[config.mk]
export PLATFORM = sky130hd
export DESIGN_NAME = barrier_gate_controller
export DESIGN_NICKNAME = d
export VERILOG_FILES = /design/src/bgc_pkg.sv /design/src/bgc_cfg_regs.sv /design/src/bgc_core.sv /design/src/bgc_out_queue.sv /design/src/barrier_gate_controller.sv
export SDC_FILE = /design/constraint.sdc
export NUM_CORES = 1
export LEC_CHECK = 0
export BUFFER_PORTS_ARGS = -buffer_cell sky130_fd_sc_hd__buf_2
export CELL_PAD_IN_SITES_DETAIL_PLACEMENT = 1
export CELL_PAD_IN_SITES_GLOBAL_PLACEMENT = 2
export CORE_UTILIZATION = 38
export CTS_BUF_LIST = sky130_fd_sc_hd__clkbuf_8
export DETAILED_ROUTE_END_ITERATION = 6
export PLACE_DENSITY = 0.91
export SLEW_MARGIN = 10
export SYNTH_ARGS = -nofsm -noshare
export SYNTH_HDL_FRONTEND = slang
export SYNTH_SLANG_ARGS = --single-unit
[constraint.sdc]
create_clock -name clk -period 4.6 [get_ports clk]
set_input_delay 1.15 -clock clk [delete_from_list [all_inputs] [get_ports clk]]
set_output_delay 1.15 -clock clk [all_outputs]
set_load 0.02 [all_outputs]
[src/bgc_pkg.sv]
package bgc_pkg;

    localparam int WAIT_BITS_DEFAULT = 18;

    localparam int CFG_INDEX_W = 3;
    localparam int CFG_DATA_W  = 18;

    localparam logic [CFG_INDEX_W-1:0] CFG_STEP_TICKS   = 3'd0;
    localparam logic [CFG_INDEX_W-1:0] CFG_OPEN_ANGLE   = 3'd1;
    localparam logic [CFG_INDEX_W-1:0] CFG_CLEAR_WAIT   = 3'd2;
    localparam logic [CFG_INDEX_W-1:0] CFG_AUTH_TIMEOUT = 3'd3;
    localparam logic [CFG_INDEX_W-1:0] CFG_REFUSE_HOLD  = 3'd4;
    localparam logic [CFG_INDEX_W-1:0] CFG_BLINK_TICKS  = 3'd5;

    localparam logic [7:0]  STEP_TICKS_RST   = 8'd20;
    localparam logic [7:0]  OPEN_ANGLE_RST   = 8'd90;
    localparam logic [15:0] CLEAR_WAIT_RST   = 16'd5000;
    localparam logic [17:0] AUTH_TIMEOUT_RST = 18'd120000;
    localparam logic [15:0] REFUSE_HOLD_RST  = 16'd3000;
    localparam logic [9:0]  BLINK_TICKS_RST  = 10'd300;

    localparam logic [7:0] MAX_ANGLE = 8'd180;

    localparam int AUTH_BLINK_PERIOD = 500;
    localparam int AUTH_BLINK_ON     = 250;
    localparam int AUTH_MOD_W        = $clog2(AUTH_BLINK_PERIOD);

    typedef struct packed {
        logic [7:0]  step_ticks;
        logic [7:0]  open_angle;
        logic [15:0] clear_wait_ticks;
        logic [17:0] auth_timeout_ticks;
        logic [15:0] refuse_hold_ticks;
        logic [9:0]  blink_ticks;
    } cfg_t;

    typedef enum logic [7:0] {
        PH_IDLE    = 8'b0000_0001,
        PH_AUTH    = 8'b0000_0010,
        PH_REFUSED = 8'b0000_0100,
        PH_OPENING = 8'b0000_1000,
        PH_OPEN    = 8'b0001_0000,
        PH_SAFETY  = 8'b0010_0000,
        PH_CLOSING = 8'b0100_0000,
        PH_RERAISE = 8'b1000_0000
    } phase_t;

    localparam logic [2:0] CODE_IDLE    = 3'd0;
    localparam logic [2:0] CODE_AUTH    = 3'd1;
    localparam logic [2:0] CODE_REFUSED = 3'd2;
    localparam logic [2:0] CODE_OPENING = 3'd3;
    localparam logic [2:0] CODE_OPEN    = 3'd4;
    localparam logic [2:0] CODE_SAFETY  = 3'd5;
    localparam logic [2:0] CODE_CLOSING = 3'd6;
    localparam logic [2:0] CODE_RERAISE = 3'd7;

    localparam logic [2:0] REP_NONE    = 3'd0;
    localparam logic [2:0] REP_CLOSED  = 3'd1;
    localparam logic [2:0] REP_OPENING = 3'd2;
    localparam logic [2:0] REP_OPEN    = 3'd3;
    localparam logic [2:0] REP_SAFETY  = 3'd4;
    localparam logic [2:0] REP_CLOSING = 3'd5;

    localparam logic [2:0] LED_OFF    = 3'd0;
    localparam logic [2:0] LED_GREEN  = 3'd1;
    localparam logic [2:0] LED_RED    = 3'd2;
    localparam logic [2:0] LED_YELLOW = 3'd3;
    localparam logic [2:0] LED_BLUE   = 3'd4;

    localparam logic [1:0] AUTH_NONE   = 2'd0;
    localparam logic [1:0] AUTH_GRANT  = 2'd1;
    localparam logic [1:0] AUTH_REJECT = 2'd2;

    typedef struct packed {
        logic [2:0] gate_phase;
        logic [7:0] servo_angle;
        logic [2:0] led_color;
        logic       travel_exit;
        logic       auth_wanted;
        logic [2:0] status_report;
        logic       last_of_run;
    } result_t;

    function automatic logic [2:0] phase_code(input phase_t ph);
        logic [2:0] code;
        case (ph)
            PH_IDLE:    code = CODE_IDLE;
            PH_AUTH:    code = CODE_AUTH;
            PH_REFUSED: code = CODE_REFUSED;
            PH_OPENING: code = CODE_OPENING;
            PH_OPEN:    code = CODE_OPEN;
            PH_SAFETY:  code = CODE_SAFETY;
            PH_CLOSING: code = CODE_CLOSING;
            PH_RERAISE: code = CODE_RERAISE;
            default:    code = CODE_IDLE;
        endcase
        return code;
    endfunction

endpackage

[src/bgc_cfg_regs.sv]
module bgc_cfg_regs (
    input  logic                              clk,
    input  logic                              rst_n,
    input  logic                              cfg_valid,
    input  logic [bgc_pkg::CFG_INDEX_W-1:0]   cfg_index,
    input  logic [bgc_pkg::CFG_DATA_W-1:0]    cfg_data,
    output logic                              cfg_ready,
    output bgc_pkg::cfg_t                     cfg
);
    import bgc_pkg::*;

    cfg_t cfg_reg;

    assign cfg_ready = 1'b1;
    assign cfg       = cfg_reg;

    always_ff @(posedge clk or negedge rst_n)
    begin
        if (!rst_n)
        begin
            cfg_reg.step_ticks         <= STEP_TICKS_RST;
            cfg_reg.open_angle         <= OPEN_ANGLE_RST;
            cfg_reg.clear_wait_ticks   <= CLEAR_WAIT_RST;
            cfg_reg.auth_timeout_ticks <= AUTH_TIMEOUT_RST;
            cfg_reg.refuse_hold_ticks  <= REFUSE_HOLD_RST;
            cfg_reg.blink_ticks        <= BLINK_TICKS_RST;
        end
        else if (cfg_valid && cfg_ready)
        begin
            case (cfg_index)
                CFG_STEP_TICKS:   cfg_reg.step_ticks         <= cfg_data[7:0];
                CFG_OPEN_ANGLE:   cfg_reg.open_angle         <= cfg_data[7:0];
                CFG_CLEAR_WAIT:   cfg_reg.clear_wait_ticks   <= cfg_data[15:0];
                CFG_AUTH_TIMEOUT: cfg_reg.auth_timeout_ticks <= cfg_data[17:0];
                CFG_REFUSE_HOLD:  cfg_reg.refuse_hold_ticks  <= cfg_data[15:0];
                CFG_BLINK_TICKS:  cfg_reg.blink_ticks        <= cfg_data[9:0];
                default:          ;
            endcase
        end
    end

endmodule

[src/bgc_core.sv]
module bgc_core #(
    parameter int WAIT_BITS = bgc_pkg::WAIT_BITS_DEFAULT
) (
    input  logic             clk,
    input  logic             rst_n,
    input  logic             tick,
    input  logic             outer_beam_blocked,
    input  logic             inner_beam_blocked,
    input  logic [1:0]       auth_event,
    input  bgc_pkg::cfg_t    cfg,
    output bgc_pkg::result_t res0,
    output bgc_pkg::result_t res1,
    output logic             two_res
);
    import bgc_pkg::*;

    localparam int CMP_W = (WAIT_BITS > 18) ? WAIT_BITS : 18;
    localparam logic [WAIT_BITS-1:0] WAIT_MAX = {WAIT_BITS{1'b1}};
    localparam logic [AUTH_MOD_W-1:0] MOD_LAST = AUTH_MOD_W'(AUTH_BLINK_PERIOD - 1);
    localparam logic [AUTH_MOD_W-1:0] MOD_ON   = AUTH_MOD_W'(AUTH_BLINK_ON);

    phase_t                 phase_reg, phase_next;
    logic                   exit_reg, exit_next;
    logic [7:0]             angle_reg, angle_next;
    logic [7:0]             step_reg, step_next;
    logic [WAIT_BITS-1:0]   wait_reg, wait_next;
    logic [AUTH_MOD_W-1:0]  mod_reg, mod_next;
    logic                   car_reg, car_next;
    logic [9:0]             blink_reg, blink_next;
    logic                   lit_reg, lit_next;

    logic                   start_blk, final_blk;
    logic [7:0]             step_inc, top_angle, raise_angle;
    logic                   step_due, raise_done;
    logic [9:0]             blink_inc;
    logic                   blink_wrap;
    logic [WAIT_BITS-1:0]   wait_bump;
    logic [AUTH_MOD_W-1:0]  mod_bump;
    logic [CMP_W-1:0]       wait_bump_x;
    logic [2:0]             rep0, rep1;
    logic                   rep_two;
    logic [2:0]             led;

    assign start_blk = exit_reg ? inner_beam_blocked : outer_beam_blocked;
    assign final_blk = exit_reg ? outer_beam_blocked : inner_beam_blocked;

    assign step_inc = step_reg + 8'd1;
    assign step_due = (step_inc >= cfg.step_ticks) || (step_inc == 8'd0);

    assign blink_inc  = blink_reg + 10'd1;
    assign blink_wrap = (blink_inc >= cfg.blink_ticks) || (blink_inc == 10'd0);

    assign top_angle   = (cfg.open_angle > MAX_ANGLE) ? MAX_ANGLE : cfg.open_angle;
    assign raise_done  = ((angle_reg < top_angle) ? (angle_reg + 8'd1) : angle_reg)
                         >= top_angle;
    assign raise_angle = raise_done ? top_angle : (angle_reg + 8'd1);

    assign wait_bump   = (wait_reg == WAIT_MAX) ? wait_reg : (wait_reg + 1'b1);
    assign mod_bump    = (wait_reg == WAIT_MAX) ? mod_reg
                       : ((mod_reg == MOD_LAST) ? '0 : (mod_reg + 1'b1));
    assign wait_bump_x = CMP_W'(wait_bump);

    always_comb
    begin
        phase_next = phase_reg;
        exit_next  = exit_reg;
        angle_next = angle_reg;
        step_next  = step_reg;
        wait_next  = wait_reg;
        mod_next   = mod_reg;
        car_next   = car_reg;
        blink_next = blink_reg;
        lit_next   = lit_reg;
        rep0       = REP_NONE;
        rep1       = REP_NONE;
        rep_two    = 1'b0;

        case (phase_reg)
            PH_IDLE:
            begin
                if (outer_beam_blocked || inner_beam_blocked)
                begin
                    exit_next  = !outer_beam_blocked;
                    phase_next = PH_AUTH;
                    wait_next  = '0;
                    mod_next   = '0;
                end
            end
            PH_AUTH:
            begin
                if (auth_event == AUTH_GRANT)
                begin
                    phase_next = PH_OPENING;
                    angle_next = 8'd0;
                    step_next  = 8'd0;
                    car_next   = 1'b0;
                    rep0       = REP_OPENING;
                end
                else if (auth_event == AUTH_REJECT)
                begin
                    phase_next = PH_REFUSED;
                    wait_next  = '0;
                    mod_next   = '0;
                    rep0       = REP_CLOSED;
                end
                else if (wait_bump_x >= CMP_W'(cfg.auth_timeout_ticks))
                begin
                    phase_next = PH_REFUSED;
                    wait_next  = '0;
                    mod_next   = '0;
                    rep0       = REP_CLOSED;
                end
                else
                begin
                    wait_next = wait_bump;
                    mod_next  = mod_bump;
                end
            end
            PH_REFUSED:
            begin
                if (wait_bump_x >= CMP_W'(cfg.refuse_hold_ticks))
                begin
                    phase_next = PH_IDLE;
                    wait_next  = '0;
                    mod_next   = '0;
                end
                else
                begin
                    wait_next = wait_bump;
                    mod_next  = mod_bump;
                end
            end
            PH_OPENING:
            begin
                if (!car_reg)
                begin
                    blink_next = blink_wrap ? 10'd0 : blink_inc;
                    lit_next   = lit_reg ^ blink_wrap;
                end
                step_next = step_due ? 8'd0 : step_inc;
                if (step_due)
                begin
                    angle_next = raise_angle;
                    car_next   = car_reg | final_blk;
                    if (raise_done)
                    begin
                        rep0 = REP_OPEN;
                        if (car_reg || final_blk)
                        begin
                            rep1       = REP_SAFETY;
                            rep_two    = 1'b1;
                            phase_next = PH_SAFETY;
                            wait_next  = '0;
                            mod_next   = '0;
                        end
                        else
                        begin
                            phase_next = PH_OPEN;
                        end
                    end
                end
            end
            PH_OPEN:
            begin
                if (final_blk)
                begin
                    phase_next = PH_SAFETY;
                    wait_next  = '0;
                    mod_next   = '0;
                    rep0       = REP_SAFETY;
                end
            end
            PH_SAFETY:
            begin
                if (start_blk)
                begin
                    phase_next = PH_OPEN;
                    wait_next  = '0;
                    mod_next   = '0;
                    rep0       = REP_OPEN;
                end
                else if ((wait_reg != '0) || !final_blk)
                begin
                    if (wait_bump_x >= CMP_W'(cfg.clear_wait_ticks))
                    begin
                        phase_next = PH_CLOSING;
                        wait_next  = '0;
                        mod_next   = '0;
                        step_next  = 8'd0;
                        rep0       = REP_CLOSING;
                    end
                    else
                    begin
                        wait_next = wait_bump;
                        mod_next  = mod_bump;
                    end
                end
            end
            PH_CLOSING:
            begin
                step_next = step_due ? 8'd0 : step_inc;
                if (step_due)
                begin
                    if (start_blk)
                    begin
                        phase_next = PH_RERAISE;
                    end
                    else if (angle_reg <= 8'd1)
                    begin
                        angle_next = 8'd0;
                        phase_next = PH_IDLE;
                        wait_next  = '0;
                        mod_next   = '0;
                        rep0       = REP_CLOSED;
                    end
                    else
                    begin
                        angle_next = angle_reg - 8'd1;
                    end
                end
            end
            PH_RERAISE:
            begin
                blink_next = blink_wrap ? 10'd0 : blink_inc;
                lit_next   = lit_reg ^ blink_wrap;
                step_next  = step_due ? 8'd0 : step_inc;
                if (step_due)
                begin
                    angle_next = raise_angle;
                    if (raise_done)
                    begin
                        phase_next = PH_OPEN;
                        wait_next  = '0;
                        mod_next   = '0;
                        rep0       = REP_OPEN;
                    end
                end
            end
            default:
            begin
                phase_next = PH_IDLE;
            end
        endcase
    end

    always_comb
    begin
        case (phase_next)
            PH_IDLE:    led = LED_RED;
            PH_AUTH:    led = (mod_next < MOD_ON) ? LED_YELLOW : LED_OFF;
            PH_REFUSED: led = LED_RED;
            PH_OPEN:    led = LED_GREEN;
            PH_SAFETY:  led = LED_BLUE;
            PH_CLOSING: led = LED_BLUE;
            PH_OPENING: led = lit_next ? LED_GREEN : LED_OFF;
            PH_RERAISE: led = lit_next ? LED_GREEN : LED_OFF;
            default:    led = LED_RED;
        endcase
    end

    always_comb
    begin
        res0.gate_phase    = phase_code(phase_next);
        res0.servo_angle   = angle_next;
        res0.led_color     = led;
        res0.travel_exit   = exit_next;
        res0.auth_wanted   = (phase_next == PH_AUTH);
        res0.status_report = rep0;
        res0.last_of_run   = !rep_two;
        res1               = res0;
        res1.status_report = rep1;
        res1.last_of_run   = 1'b1;
    end

    assign two_res = rep_two;

    always_ff @(posedge clk or negedge rst_n)
    begin
        if (!rst_n)
        begin
            phase_reg <= PH_IDLE;
            exit_reg  <= 1'b0;
            angle_reg <= 8'd0;
            step_reg  <= 8'd0;
            wait_reg  <= '0;
            mod_reg   <= '0;
            car_reg   <= 1'b0;
            blink_reg <= 10'd0;
            lit_reg   <= 1'b0;
        end
        else if (tick)
        begin
            phase_reg <= phase_next;
            exit_reg  <= exit_next;
            angle_reg <= angle_next;
            step_reg  <= step_next;
            wait_reg  <= wait_next;
            mod_reg   <= mod_next;
            car_reg   <= car_next;
            blink_reg <= blink_next;
            lit_reg   <= lit_next;
        end
    end

    a_angle_in_range: assert property (@(posedge clk) disable iff (!rst_n)
        angle_reg <= MAX_ANGLE)
        else $error("servo angle beyond travel");

    a_two_only_at_raise_end: assert property (@(posedge clk) disable iff (!rst_n)
        (tick && two_res) |-> (phase_reg == PH_OPENING && rep0 == REP_OPEN
                               && rep1 == REP_SAFETY))
        else $error("double report outside opening end");

    a_auth_clears_wait: assert property (@(posedge clk) disable iff (!rst_n)
        (tick && phase_reg == PH_IDLE && phase_next == PH_AUTH)
        |=> (wait_reg == '0 && mod_reg == '0))
        else $error("auth wait did not start from zero");

endmodule

[src/bgc_out_queue.sv]
module bgc_out_queue (
    input  logic             clk,
    input  logic             rst_n,
    input  logic             push,
    input  logic             push_two,
    input  bgc_pkg::result_t wr0,
    input  bgc_pkg::result_t wr1,
    output logic             has_room,
    output logic             out_valid,
    input  logic             out_stall,
    output bgc_pkg::result_t rd
);
    import bgc_pkg::*;

    localparam int DEPTH = 4;
    localparam int PTR_W = $clog2(DEPTH);
    localparam int CNT_W = PTR_W + 1;

    result_t            entry_reg [DEPTH];
    logic [PTR_W-1:0]   wr_ptr_reg, wr_ptr_next;
    logic [PTR_W-1:0]   rd_ptr_reg, rd_ptr_next;
    logic [CNT_W-1:0]   count_reg, count_next;
    logic [PTR_W-1:0]   wr_ptr_1;
    logic               pop;
    logic [CNT_W-1:0]   push_n;

    assign has_room  = count_reg <= CNT_W'(DEPTH - 2);
    assign out_valid = count_reg != '0;
    assign rd        = entry_reg[rd_ptr_reg];
    assign pop       = out_valid && !out_stall;
    assign wr_ptr_1  = wr_ptr_reg + 1'b1;

    assign push_n      = push ? (push_two ? CNT_W'(2) : CNT_W'(1)) : '0;
    assign wr_ptr_next = wr_ptr_reg + push_n[PTR_W-1:0];
    assign rd_ptr_next = rd_ptr_reg + PTR_W'(pop);
    assign count_next  = count_reg + push_n - CNT_W'(pop);

    always_ff @(posedge clk)
    begin
        if (push)
        begin
            entry_reg[wr_ptr_reg] <= wr0;
            if (push_two)
            begin
                entry_reg[wr_ptr_1] <= wr1;
            end
        end
    end

    always_ff @(posedge clk or negedge rst_n)
    begin
        if (!rst_n)
        begin
            wr_ptr_reg <= '0;
            rd_ptr_reg <= '0;
            count_reg  <= '0;
        end
        else
        begin
            wr_ptr_reg <= wr_ptr_next;
            rd_ptr_reg <= rd_ptr_next;
            count_reg  <= count_next;
        end
    end

    a_count_bound: assert property (@(posedge clk) disable iff (!rst_n)
        count_reg <= CNT_W'(DEPTH))
        else $error("result queue overflow");

    a_push_with_room: assert property (@(posedge clk) disable iff (!rst_n)
        push |-> has_room)
        else $error("push into full result queue");

    a_ptr_count_agree: assert property (@(posedge clk) disable iff (!rst_n)
        (count_reg == '0 || count_reg == CNT_W'(DEPTH)) |-> (wr_ptr_reg == rd_ptr_reg))
        else $error("queue pointers disagree with count");

endmodule

[src/barrier_gate_controller.sv]
// Channel   Handshake              Carries
// ticks     in_valid / in_stall    outer_beam_blocked, inner_beam_blocked, auth_event
// results   out_valid / out_stall  gate_phase, servo_angle, led_color, travel_exit,
//                                  auth_wanted, status_report, last_of_run
// config    cfg_valid / cfg_ready  cfg_index, cfg_data
//
// One tick is taken per clock while in_stall is low; its results are written to a
// four-entry result queue on the same edge and leave it in order from its head.
// A tick yields one result, or two when an opening ends with the car already seen.
// in_stall rises while fewer than two queue entries are free; it depends on
// registered state only. No clearing pass after reset; config is always ready.
module barrier_gate_controller #(
    parameter int WAIT_BITS = bgc_pkg::WAIT_BITS_DEFAULT
) (
    input  logic                             clk,
    input  logic                             rst_n,
    input  logic                             in_valid,
    output logic                             in_stall,
    input  logic                             outer_beam_blocked,
    input  logic                             inner_beam_blocked,
    input  logic [1:0]                       auth_event,
    output logic                             out_valid,
    input  logic                             out_stall,
    output logic [2:0]                       gate_phase,
    output logic [7:0]                       servo_angle,
    output logic [2:0]                       led_color,
    output logic                             travel_exit,
    output logic                             auth_wanted,
    output logic [2:0]                       status_report,
    output logic                             last_of_run,
    input  logic                             cfg_valid,
    output logic                             cfg_ready,
    input  logic [bgc_pkg::CFG_INDEX_W-1:0]  cfg_index,
    input  logic [bgc_pkg::CFG_DATA_W-1:0]   cfg_data
);
    import bgc_pkg::*;

    cfg_t    cfg;
    result_t res0, res1, rd;
    logic    two_res;
    logic    has_room;
    logic    tick;

    assign in_stall = !has_room;
    assign tick     = in_valid && has_room;

    bgc_cfg_regs u_cfg (
        .clk       (clk),
        .rst_n     (rst_n),
        .cfg_valid (cfg_valid),
        .cfg_index (cfg_index),
        .cfg_data  (cfg_data),
        .cfg_ready (cfg_ready),
        .cfg       (cfg)
    );

    bgc_core #(
        .WAIT_BITS (WAIT_BITS)
    ) u_core (
        .clk                (clk),
        .rst_n              (rst_n),
        .tick               (tick),
        .outer_beam_blocked (outer_beam_blocked),
        .inner_beam_blocked (inner_beam_blocked),
        .auth_event         (auth_event),
        .cfg                (cfg),
        .res0               (res0),
        .res1               (res1),
        .two_res            (two_res)
    );

    bgc_out_queue u_queue (
        .clk       (clk),
        .rst_n     (rst_n),
        .push      (tick),
        .push_two  (two_res),
        .wr0       (res0),
        .wr1       (res1),
        .has_room  (has_room),
        .out_valid (out_valid),
        .out_stall (out_stall),
        .rd        (rd)
    );

    assign gate_phase    = rd.gate_phase;
    assign servo_angle   = rd.servo_angle;
    assign led_color     = rd.led_color;
    assign travel_exit   = rd.travel_exit;
    assign auth_wanted   = rd.auth_wanted;
    assign status_report = rd.status_report;
    assign last_of_run   = rd.last_of_run;

endmodule

==> impl_summary.md <==
Timing
The setup slack after layout is -0.151 ns. Setup violations remaining at the end of the flow were counted as 71. For the finished layout, the period the worst path requires is 4.75 ns. The clock arrives with approximately 0.042 ns of skew. The hold violation total from the final report is 0. The relative slew slack is roughly 27%. Final hold analysis gives a worst-case slack of between 0.4 and 0.5 ns.

Setup repair after global routing could not meet its margin everywhere. For the pin with the worst max-slew slack, the measured transition is roughly 1.1 ns. The achievable clock frequency is about 210 MHz. The number of max-slew violations in the final report was 0. Dividing the final minimum period by the clock period gives 103%. In the final timing run, aggregate negative setup slack is -6.69 ns.

Clock tree
The CTS sink count is 227. The maximum level of the CTS H-tree is 2. TritonCTS built the clock tree.

In this run, CTS created clock tree buffers numbering 42. Hold repair after CTS inserted 0 buffers. The number of buffers between clock root and the deepest sink is 3. The clock transition at the registers of the reported paths is ~0.060 ns.

Clock latency on the worst-skew pair, taken at its later pin, is 0.60 ns. The root cell of the clock tree is sky130_fd_sc_hd__clkbuf_8.

Floorplanning
The floorplan step defined a core boundary enclosing ~0.036 sq mm. Once the floorplan was initialized, standard cells occupied roughly two fifths of the core. The die footprint is about 0.037 sq mm.

From left edge to right edge, the die measures 192 microns. 53 I/O pins were placed. After floorplanning, the core was divided into 69 placement rows. In this run the vertical extent of the chip is roughly 190 microns.

Place
The detailed placement HPWL is 30.4 mm. Timing analysis after detailed placement gives a worst setup slack of -0.411 ns. In this run the tool buffered the top-level ports with between 50 and 60 buffer cells. The cell area after placement is about 0.015 sq mm.

The congestion estimate from routability-driven global placement came to 0.890.

Global routing
The number of antenna violations at the first check in global routing came to 1. The leftover overflow at the end of global routing is 0. The global-route usage over all layers is about a quarter. Global routing consumed, on the met3 layer, around 3.2% of the routing resources. The pin count of the biggest net entering global routing is 53. The wire length of the first global-routing pass is ~67 mm. The layer flagged by global routing as most heavily used is met2.

The via count of the first global-routing pass is 12500. For this run, global-route usage on met2 was measured as about two fifths. The met1 layer usage reported by global route is between 20% and 30%.

Pwr
Internal power comes to between 4 and 5 mW. The net switching fraction of the power is 37.5%. In this run the power spent charging and discharging nets is roughly 2.8 mW. The fraction of power consumed by combinational cells is 36.2%.

The part of the total power dissipated in the clock network is 26.9%. In this run the static leakage power is ~7.4 nW. Sequential cells burn roughly 37% of the power. The largest vdd supply drop is 0.000249 V. The ratio of total power to cell area is around 430 mW/mm^2.

Critical path
The worst setup path is of the reg -> reg kind. The kind of start point of the critical path is a flop. The largest fanout of any net on the critical path is 6.

The data arrival time of the critical path is slightly above 5 ns. The depth of the worst register-to-register path is 21. The nature of the critical path endpoint is a flop. The worst path required time is 4.96 ns. The reg-to-reg endpoint is u_queue.entry_reg[2][18]. In this run the register-to-register setup slack is -0.15 ns. The startpoint of the worst register-to-register path is u_cfg.cfg[66].

Final layout
Cells with a size suffix above 1 make up roughly 29% of the layout. The summed area of non-filler cells in the final layout is around 0.017 sq mm. The number of flip-flops under the largest register name is 80.

Compared with the post-synthesis result, the final layout area differs by 25.0%. The final net count is approximately 1700.

Hold path
The worst hold endpoint is u_queue.count_reg[2]. The number of cells on the worst hold path is 1. The class of the tightest hold or removal check is reg -> reg. The startpoint identified for the worst hold timing path is u_queue.count_reg[2].

Synthesis
Synthesis produced a netlist whose cell count is around 1400. The part of the Yosys area used for sequential elements is between 40 and 50%. sky130_fd_sc_hd__nand2_1 is the most common cell in the netlist. Counting flops with an async set or reset pin after synthesis yields a share of ~65%. The total number of yosys warnings is 0. Yosys mapped a number of flops with a built-in enable equal to roughly 70. By area the synthesized netlist is led by sky130_fd_sc_hd__dfrtp_1 (21%), sky130_fd_sc_hd__edfxtp_1 (15%), sky130_fd_sc_hd__ha_1 (8.6%). The total standard cell area after synthesis is approximately 0.014 sq mm. The number of synthesized register bits is between 200 and 250. In this run the biggest area consumer among cell types represents 21.3% of the synthesized area.

The biggest area contributor in the post-synthesis netlist is sky130_fd_sc_hd__dfrtp_1. The synthesized netlist contains 95 unique library cells. The number of nets handed over by synthesis was 1552.

After synthesis, the mean cell area works out to 9.63 sq um. After synthesis, the most frequently instantiated cells are sky130_fd_sc_hd__nand2_1 (176), sky130_fd_sc_hd__o21ai_0 (140), sky130_fd_sc_hd__nor2_1 (123). Among all flip-flop cells after synthesis, the most frequent one is sky130_fd_sc_hd__dfrtp_1.

Outcome
The flow ran to the end, but the final reports show violations. The checks that failed: negative setup slack.

Route
In the routed design, unresolved DRC markers number 0. The iteration-0 DRC count of the detailed router is roughly 830. The first detailed-routing pass took 5 iterations.

The routed wire length per instance is about 21 microns. The residual antenna-violating net count after detailed routing is 0. The total number of vias is about 12000. Using the TritonRoute via totals, the vias-per-cell ratio works out to between 5 and 6.

The final routed wirelength across all metal layers is approximately 44 mm.

Flow run
The tool flagged a number of max-cap violations equal to 0.
## repair_timing
item,CTS,global route
pin swaps,23,58
setup endpoints to repair,115,188
cloned,0,7
setup buffers,9,13
resized for setup,47,109
## layout by cell type (no fill, tap or decap), types with 6 or more instances in the layout
| cell | count |
|---|---|
| sky130_fd_sc_hd__nand2_1 | 170 |
| sky130_fd_sc_hd__buf_4 | 135 |
| sky130_fd_sc_hd__o21ai_0 | 131 |
| sky130_fd_sc_hd__dfrtp_1 | 117 |
| sky130_fd_sc_hd__inv_1 | 107 |
| sky130_fd_sc_hd__nor2_1 | 101 |
| sky130_fd_sc_hd__ha_1 | 88 |
| sky130_fd_sc_hd__edfxtp_1 | 68 |
| sky130_fd_sc_hd__clkbuf_8 | 53 |
| sky130_fd_sc_hd__buf_2 | 50 |
| sky130_fd_sc_hd__mux2_2 | 42 |
| sky130_fd_sc_hd__a21oi_1 | 38 |
| sky130_fd_sc_hd__nand3_1 | 36 |
| sky130_fd_sc_hd__dfstp_2 | 30 |
| sky130_fd_sc_hd__nand4_1 | 26 |
| sky130_fd_sc_hd__xnor2_1 | 24 |
| sky130_fd_sc_hd__nor2b_1 | 21 |
| sky130_fd_sc_hd__mux4_2 | 20 |
| sky130_fd_sc_hd__nor3_1 | 19 |
| sky130_fd_sc_hd__buf_6 | 17 |
| sky130_fd_sc_hd__xor2_1 | 16 |
| sky130_fd_sc_hd__o211ai_1 | 16 |
| sky130_fd_sc_hd__a21o_1 | 15 |
| sky130_fd_sc_hd__a21oi_2 | 14 |
| sky130_fd_sc_hd__nor2_4 | 13 |
| sky130_fd_sc_hd__and3_1 | 12 |
| sky130_fd_sc_hd__nand2b_1 | 12 |
| sky130_fd_sc_hd__dfxtp_1 | 12 |
| sky130_fd_sc_hd__or3_1 | 11 |
| sky130_fd_sc_hd__o21ai_1 | 11 |
| sky130_fd_sc_hd__a31oi_1 | 10 |
| sky130_fd_sc_hd__o31ai_1 | 10 |
| sky130_fd_sc_hd__nor2_2 | 9 |
| sky130_fd_sc_hd__clkinv_2 | 8 |
| sky130_fd_sc_hd__and4_1 | 7 |
| sky130_fd_sc_hd__a221oi_1 | 6 |
| sky130_fd_sc_hd__nor4_1 | 6 |
| sky130_fd_sc_hd__o21a_1 | 6 |
| sky130_fd_sc_hd__nand4b_1 | 6 |
| sky130_fd_sc_hd__buf_12 | 6 |
## stage by stage
| step | cells | total power, mW | util [%] |
|---|---|---|---|
| 2_1_floorplan | 1427 | 4.14 | - |
| 3_3_place_gp | 2012 | 4.93 | 43.3 |
| 3_5_place_dp | 2012 | 5.04 | 43.3 |
| 4_1_cts | 2099 | 7.10 | 46.5 |
| 5_1_grt | 2119 | 7.72 | 48.3 |
| 6_report | 2119 | 7.35 | 48.3 |
## power groups by stage
stage                     logic, mW  clock network, mW  registers (mW)
after floorplan                1.55                  0            2.60
after global placement         2.22                  0            2.71
after detailed placement       2.31                  0            2.73
after CTS                      2.40               2.00            2.70
after global routing           2.88               2.09            2.75
final                          2.66               1.98            2.72
## layer usage
metal,wire [microns],share of wire (%),up-vias
met2,22800,51,302
met1,18500,42,5978
met4,1320,3.0,0
li1,-,-,5529
met5,0,0,-
met3,1810,4.1,82
## layout make-up
class,instances,area [sq um]
diodes,1,2.50
clock buffers,53,729
clock inverters,25,116
fillers,4059,18400
inverters,101,392
multi-input cells,1037,7650
flip-flops and latches,227,6000
well taps,461,577
repair buffers,214,1720
## critical path, cell delays in order, from the launching register on
cell                         delay, ns
sky130_fd_sc_hd__dfstp_2          0.61
sky130_fd_sc_hd__a21oi_2          0.09
sky130_fd_sc_hd__ha_1             0.31
sky130_fd_sc_hd__and4_4           0.22
sky130_fd_sc_hd__o211ai_1         0.09
sky130_fd_sc_hd__a221o_1          0.38
sky130_fd_sc_hd__nand2_4          0.16
sky130_fd_sc_hd__xnor2_1          0.13
sky130_fd_sc_hd__ha_1             0.25
sky130_fd_sc_hd__nand2b_4         0.15
sky130_fd_sc_hd__a21oi_4          0.15
sky130_fd_sc_hd__o21ai_1          0.08
sky130_fd_sc_hd__and4_1           0.21
sky130_fd_sc_hd__a311o_2          0.44
sky130_fd_sc_hd__nand2_4          0.10
sky130_fd_sc_hd__nor3_4           0.05
sky130_fd_sc_hd__buf_6            0.14
sky130_fd_sc_hd__buf_6            0.11
sky130_fd_sc_hd__and3b_2          0.24
sky130_fd_sc_hd__o21ai_4          0.20
sky130_fd_sc_hd__clkinvlp_4       0.21
sky130_fd_sc_hd__clkbuf_16        0.21
## worst max-delay path by stage
| stage | start | to | slack, ns | depth (start not counted) |
|---|---|---|---|---|
| detailed placement | u_cfg.cfg[66] | u_queue.entry_reg[2][18] | -0.41 | 20 |
| global placement | u_cfg.cfg[63] | u_queue.entry_reg[0][7] | -0.15 | 22 |
| CTS | u_cfg.cfg[62] | u_queue.entry_reg[2][15] | -0.08 | 24 |
| global route | u_cfg.cfg[66] | u_queue.entry_reg[0][18] | -0.35 | 20 |
| floorplan | u_cfg.cfg[62] | u_queue.count_reg[2] | -0.02 | 24 |
| finish | u_cfg.cfg[66] | u_queue.entry_reg[2][18] | -0.15 | 21 |
## cells by family (layout without fill, tap and decap cells)
family                   after synthesis  in the layout  share of synthesized area (%)
XOR/XNOR                              45             45                           2.87
flip-flops                           227            227                           43.6
adder cells (fa/ha/maj)               95             95                           8.70
AND/OR/NAND/NOR                      501            501                           17.6
other                                  1              2                         0.0273
AO/OA/AOI/OAI                        330            330                           15.4
multiplexers                          65             65                           6.94
buffers and inverters                163            393                           4.77
Power figures use the tool's default switching activity.
